[src/sv/srt_pkg.sv]
// ---------------------------------------------------------------------------
// srt_pkg
// Types, codes and defaults shared by the sorted record table and its cells.
// ---------------------------------------------------------------------------
package srt_pkg;

  localparam int DEPTH_DEF = 16;

  localparam int KEY_W   = 64;
  localparam int ADDR_W  = 64;
  localparam int PHONE_W = 50;
  localparam int DAY_W   = 5;
  localparam int MONTH_W = 4;
  localparam int YEAR_W  = 12;
  localparam int ACT_W   = 3;
  localparam int SEL_W   = 2;
  localparam int STAT_W  = 3;
  localparam int CNT_W   = 5;

  localparam int IN_DATA_W  = 200;
  localparam int IN_USER_W  = 5;
  localparam int OUT_DATA_W = 208;
  localparam int OUT_USER_W = 3;

  // Actions
  localparam logic [ACT_W-1:0] ACT_INSERT = 3'd0;
  localparam logic [ACT_W-1:0] ACT_DELETE = 3'd1;
  localparam logic [ACT_W-1:0] ACT_MODIFY = 3'd2;
  localparam logic [ACT_W-1:0] ACT_LOOKUP = 3'd3;
  localparam logic [ACT_W-1:0] ACT_LIST   = 3'd4;
  localparam logic [ACT_W-1:0] ACT_LISTM  = 3'd5;

  // Status codes
  localparam logic [STAT_W-1:0] ST_OK       = 3'd0;
  localparam logic [STAT_W-1:0] ST_FULL     = 3'd1;
  localparam logic [STAT_W-1:0] ST_NOTFOUND = 3'd2;
  localparam logic [STAT_W-1:0] ST_DUP      = 3'd3;
  localparam logic [STAT_W-1:0] ST_BADSEL   = 3'd4;

  // Modify selectors
  localparam logic [SEL_W-1:0] SEL_ADDR  = 2'd1;
  localparam logic [SEL_W-1:0] SEL_PHONE = 2'd2;

  typedef struct packed {
    logic [KEY_W-1:0]   key;
    logic [ADDR_W-1:0]  addr;
    logic [PHONE_W-1:0] phone;
    logic [DAY_W-1:0]   day;
    logic [MONTH_W-1:0] month;
    logic [YEAR_W-1:0]  year;
  } rec_t;

  typedef enum logic [2:0] {
    CTL_KEEP,
    CTL_LOAD,
    CTL_FROM_PREV,
    CTL_FROM_NEXT,
    CTL_SET_ADDR,
    CTL_SET_PHONE
  } cell_ctl_t;

  typedef enum logic [1:0] {
    S_IDLE,
    S_EXEC,
    S_LIST
  } state_t;

endpackage

[src/sv/srt_cell.sv]
// ---------------------------------------------------------------------------
// srt_cell
// One table slot: holds a record, compares its key against the probe key and
// takes a new record, a neighbor's record or a field update on command.
// ---------------------------------------------------------------------------
module srt_cell (
  input  logic                                clk,
  input  srt_pkg::cell_ctl_t                  ctl,
  input  srt_pkg::rec_t                       rec_prev,
  input  srt_pkg::rec_t                       rec_next,
  input  srt_pkg::rec_t                       rec_new,
  input  logic [srt_pkg::KEY_W-1:0]           probe_key,
  output srt_pkg::rec_t                       rec,
  output logic                                key_lt,
  output logic                                key_eq
);

  srt_pkg::rec_t rec_r;
  srt_pkg::rec_t rec_nxt;

  // Compare stored key against the probe
  assign key_lt = rec_r.key < probe_key;
  assign key_eq = rec_r.key == probe_key;
  assign rec    = rec_r;

  // Select next content
  always_comb begin
    rec_nxt = rec_r;
    unique case (ctl)
      srt_pkg::CTL_KEEP:      rec_nxt = rec_r;
      srt_pkg::CTL_LOAD:      rec_nxt = rec_new;
      srt_pkg::CTL_FROM_PREV: rec_nxt = rec_prev;
      srt_pkg::CTL_FROM_NEXT: rec_nxt = rec_next;
      srt_pkg::CTL_SET_ADDR:  rec_nxt.addr = rec_new.addr;
      srt_pkg::CTL_SET_PHONE: rec_nxt.phone = rec_new.phone;
      default:                rec_nxt = rec_r;
    endcase
  end

  always_ff @(posedge clk) begin
    rec_r <= rec_nxt;
  end

endmodule

[config.mk]
export PLATFORM = sky130hd
export DESIGN_NAME = srt_cell
export DESIGN_NICKNAME = d
export VERILOG_FILES = /design/src/sv/srt_pkg.sv /design/src/sv/srt_cell.sv
export SDC_FILE = /design/constraint.sdc
export NUM_CORES = 1
export LEC_CHECK = 0
export BUFFER_PORTS_ARGS = -buffer_cell sky130_fd_sc_hd__buf_2
export CAP_MARGIN = 20
export CORE_AREA = 2 2 334 336
export CTS_BUF_LIST = sky130_fd_sc_hd__clkbuf_4
export DETAILED_ROUTE_END_ITERATION = 16
export DIE_AREA = 0 0 336 338
export PLACE_DENSITY = 0.32
export SETUP_SLACK_MARGIN = 0.05
export SYNTH_ARGS = -nofsm -noshare
export SYNTH_HDL_FRONTEND = slang
export SYNTH_SLANG_ARGS = --single-unit
[constraint.sdc]
create_clock -name clk -period 14 [get_ports clk]
set_input_delay 1.4 -clock clk [delete_from_list [all_inputs] [get_ports clk]]
set_output_delay 1.4 -clock clk [all_outputs]
set_load 0.02 [all_outputs]
Word-level counts from Yosys, hierarchy flattened. Index checks and enable logic that the tools add are counted. Widths: inputs -> output; s select.

Register bits: 199. Output and inout port bits: 201. Logic and storage cells: 22.

$lt $le $gt $ge: 1. Equal/unequal tests: 6. Muxes and demuxes: 4. Reductions and logical operators: 5.

Operators by type and width (count): $pmux 64 s3 (2); $pmux 50 s3 (1); $eq 64x64->1 (1); $lt 64x64->1 (1); $pmux 21 s3 (1); $reduce_bool 3->1 (3); $eq 3x2->1 const B (2); $eq 3x3->1 const B (2); $reduce_or 2->1 (2); $eq 3x1->1 const B (1).

Longest topological paths before layout.
Depth after elaboration: 3. Mapped depth: 8.

Worst setup path before layout. No wires, ideal clock.

Path type: input to register. From: input ctl[0]. To: register rec_r (netlist bit rec[100]), enable pin. Library setup time: 574 ps. Arrival time: 6188 ps. Slack: 7238 ps. Cell stages on the path: 3. Buffers on the path: 1. Path through: buf_2 xnor2_1 o21ai_0.

Longest elaborated chain between the ends: 3. Elaborated cells between the ends (all ways): 6. Classes of those cells: eq/ne: 4; reduce/logical: 2.

Ends and longest elaborated chain: start, declared (line srt_cell.sv:8) `input srt_pkg::cell_ctl_t ctl,`; $eq 3x1->1 / $eq 3x3->1 (equally long branches) (line srt_cell.sv:29) `unique case (ctl)`; $reduce_or 2->1 (no line); $reduce_bool 3->1 (no line) *; end signal, assigned (line srt_cell.sv:41) `rec_r <= rec_nxt;`; end, declared (line srt_cell.sv:18) `srt_pkg::rec_t rec_r;`.

Every way passes the cells marked *; elsewhere a longest branch is shown, timed or not. A chain may end at the register's enable or synchronous reset.

Worst setup path in the final report.
From: input probe_key[63] in the netlist's numbering. To: output key_eq.

Longest elaborated chain between the ends: 1.

Ends and longest elaborated chain: start, declared (line srt_cell.sv:12) `input logic [srt_pkg::KEY_W-1:0] probe_key,`; $eq 64x64->1 (line srt_cell.sv:23) `assign key_eq = rec_r.key == probe_key;`; end, declared (line srt_cell.sv:15) `output logic key_eq`.

Every way passes these cells.

==> key figures <==
Synth
  – Sequential area share after synthesis: a little over half
  – Syn. warnings: 0
  – Synth top area share: around 53%
  – Mapped Area: 11300 sq um
  – Synth Register Bits: between 150 and 200
  – Mapped Cells: about 1100
  – Syn Area/Cell: 10.2 sq um
  – Synth area leaders: edfxtp_1 53%, nand2_1 11%, a22oi_1 7.7%
  – Syn Nets: 1831
  – Yosys cell types: 34
  – Yosys top cell by area: edfxtp_1

Clock tree
  – Buffer levels on the longest clock path: 2
  – Root buffer cell: clkbuf_4
  – Clk sink count: about 200
  – Htree depth: 4
  – Hold_buf cts: 0
  – # Post-CTS Setup Buffers: 0
  – TritonCTS buffer count: 17
  – Cts repair resizes: 0
  – CTS tree: done
  – Reg clk slew, reported paths: 0.23 ns

Placed design
  – RD Place Congestion: between 0.8 and 0.9
  – Setup WS pre-CTS: 8.19 ns
  – Post-place instance area: roughly 17000 sq um
  – Post-DP HPWL: between 60000 and 70000 um
  – PortBufs: 865

Power and ir drop
  – VDD IR max: 31.9 uV
  – Comb pwr share: between 20% and 30%
  – Leakage: approximately 8.5 nW
  – Clk pwr share: a little under a quarter
  – Net Sw Power: 0.619 mW
  – P_int: roughly 1.0 mW
  – Reg power frac: roughly 47%
  – Pwr Total: between 1.5 and 2 mW
  – Pwr dens: 93.9 nW/um^2
  – Switching fraction of total power: roughly 37%

Routing
  – Routed wl met2: between 30000 and 40000 um
  – DRT Wirelength: ~73000 um
  – Met1 Wirelength: ~29000 um
  – Antenna-violating nets left: 0
  – DR iter-0 viols: 464
  – Vias post-DR: 11800
  – WL per Instance: 21.1 um
  – Residual DRC: 0
  – Top routing layer used: met5
  – DR vias/cell: approximately 3.4
  – Routed wl met3: between 7000 and 8000 um
  – DRT Pass-1 Iters: 5

STA
  – Fin crit period: 5.61 ns
  – RSZ-0062 raised after global routing: false
  – Max_slew headroom: ~36%
  – Pins Over Slew Limit: 0
  – TNS Setup: 0 ns
  – Setup violations, final: 0
  – Endpoints failing hold: 0
  – Final setup margin: ~8.4 ns
  – Fmax: between 0.15 and 0.2 GHz
  – Period utilization: between 40% and 50%
  – Fin Hold WS: between 0.8 and 0.9 ns
  – Worst-Margin Slew: approximately 0.96 ns

Finish
  – Fill count: around 13000
  – Final #Nets: between 2000 and 3000
  – Share of post-route cells with drive strength above 1: between 40 and 50%
  – Finished layout cell area: roughly 18000 sq um
  – Max reg flops: just under 200
  – Area grow syn2layout: 57.4%

GRT
  – Global-route wire length before repair: 94600 um
  – Grt ovf: 0
  – Vias in the first global route: 11800
  – Total track usage: approximately an eighth
  – Largest net degree at the start of global routing: 81
  – Initial antenna violation count: 70

Worst setup path
  – Worst EP arrival: 4.21 ns
  – Crit path launch: probe_key[63]
  – CP Class: input pin to output pin
  – Worst setup SP type: input pin
  – CP Max Fanout: 2
  – Critical path data required time: ~13 ns
  – Critical path endpoint category: output pin

Floorplanning
  – Ports: 866
  – Row count: 122
  – Initial core utilization: approximately a tenth
  – Die ar.: 114000 sq um
  – Die X: 336 um
  – Core area: 110000 sq um
  – Die H: roughly 340 um

Outcome
  – Status: finished clean

Min path
  – Hold path start: rec_prev[80]
  – Worst Hold Endpoint: rec[80]
  – Hold path depth: 3
  – Kind of path behind the tightest hold check: input pin to flop

Job
  – Max Cap Viol: 0
power by group through the flow:
stage	logic [mW]	registers, mW	clock network [mW]
2_1_floorplan	0.150	0.881	0
5_1_grt	0.544	0.781	0.445
6_report	0.495	0.773	0.395
3_3_place_gp	0.508	0.788	0
3_5_place_dp	0.506	0.788	0
4_1_cts	0.508	0.775	0.432
placed cells by master (no fill, tap or decap), types with 4 or more instances in the layout:
master	instances
edfxtp_1	199
a22oi_1	115
buf_4	13
mux2i_1	85
a21o_1	4
o21ai_0	93
clkbuf_4	17
buf_2	864
nand3_1	9
nor2_4	6
inv_1	65
nor2_1	7
clkinv_8	4
diode_2	25
nand4_1	6
ha_1	64
a21oi_1	26
nand2_1	332
inv_6	5
per-stage QoR:
stage               std cells  util, %
finish                   3461     16.1
global route             3454     16.1
CTS                      3436     16.0
detailed placement       3404     15.7
global placement         3404     15.7
floorplan                1102        -
Yosys cell counts:
cell type  instances
nand2_1          332
edfxtp_1         199
a22oi_1          115
o21ai_0           95
mux2i_1           85
inv_1             65
ha_1              64
buf_2             44
a21oi_1           26
clkbuf_1          15
nor2_1            11
nand3_1            9
nand4_1            6
buf_1              5
a21o_1             4
a221o_1            3
and4_1             3
a21oi_2            2
nand2b_1           2
nor3_1             2
nor4_1             2
a2111oi_2          1
a21boi_0           1
a221oi_1           1
a311oi_1           1
and3_1             1
and4_4             1
inv_2              1
nor2_2             1
nor2_4             1
o211ai_1           1
o21a_1             1
o21ai_1            1
xnor2_1            1
worst max-delay path by stage:
stage,depth (start not counted),slack (ns),endpoint
final,10,8.39,key_eq
after floorplan,3,7.24,rec[100]
after detailed placement,10,8.19,key_eq
after global placement,10,8.20,key_eq
after CTS,10,8.18,key_eq
after global routing,10,8.15,key_eq
final cells by class:
type / count / area, sq um / area share [%]
antenna: 25 / 62.6 / 0.353
clock buffer: 17 / 128 / 0.720
inverter: 66 / 248 / 1.40
multi-input combinational: 773 / 4800 / 27.1
tap: 1488 / 1860 / 10.5
sequential: 199 / 5980 / 33.7
timing repair buffer: 878 / 4430 / 25.0
clock inverter: 15 / 208 / 1.17
critical path: stages:
cell and delay (ns):
buf_2 0.07, inv_1 0.07, ha_1 0.30, and3_1 0.19
nand3_1 0.18, nor4_1 0.85, nand2b_1 0.18, nor2_1 0.49
and4_1 0.27, buf_2 0.19
logic make-up after synthesis:
kind of cell	Yosys count	synth area share, %
AND/OR/NAND/NOR	371	13.0
XOR/XNOR	1	0.0779
multiplexers	85	7.56
buffers and inverters	130	4.83
AO/OA/AOI/OAI	252	14.3
adder cells (fa/ha/maj)	64	7.12
flip-flops	199	53.1
metal layers:
layer | GRT usage (%) | up-vias
met5 | 0.638 | -
met4 | 4.62 | 36
met3 | 5.74 | 129
met2 | 20.4 | 558
met1 | 13.6 | 5395
li1 | - | 5671
Note: power is estimated with default switching activity, not from simulation.
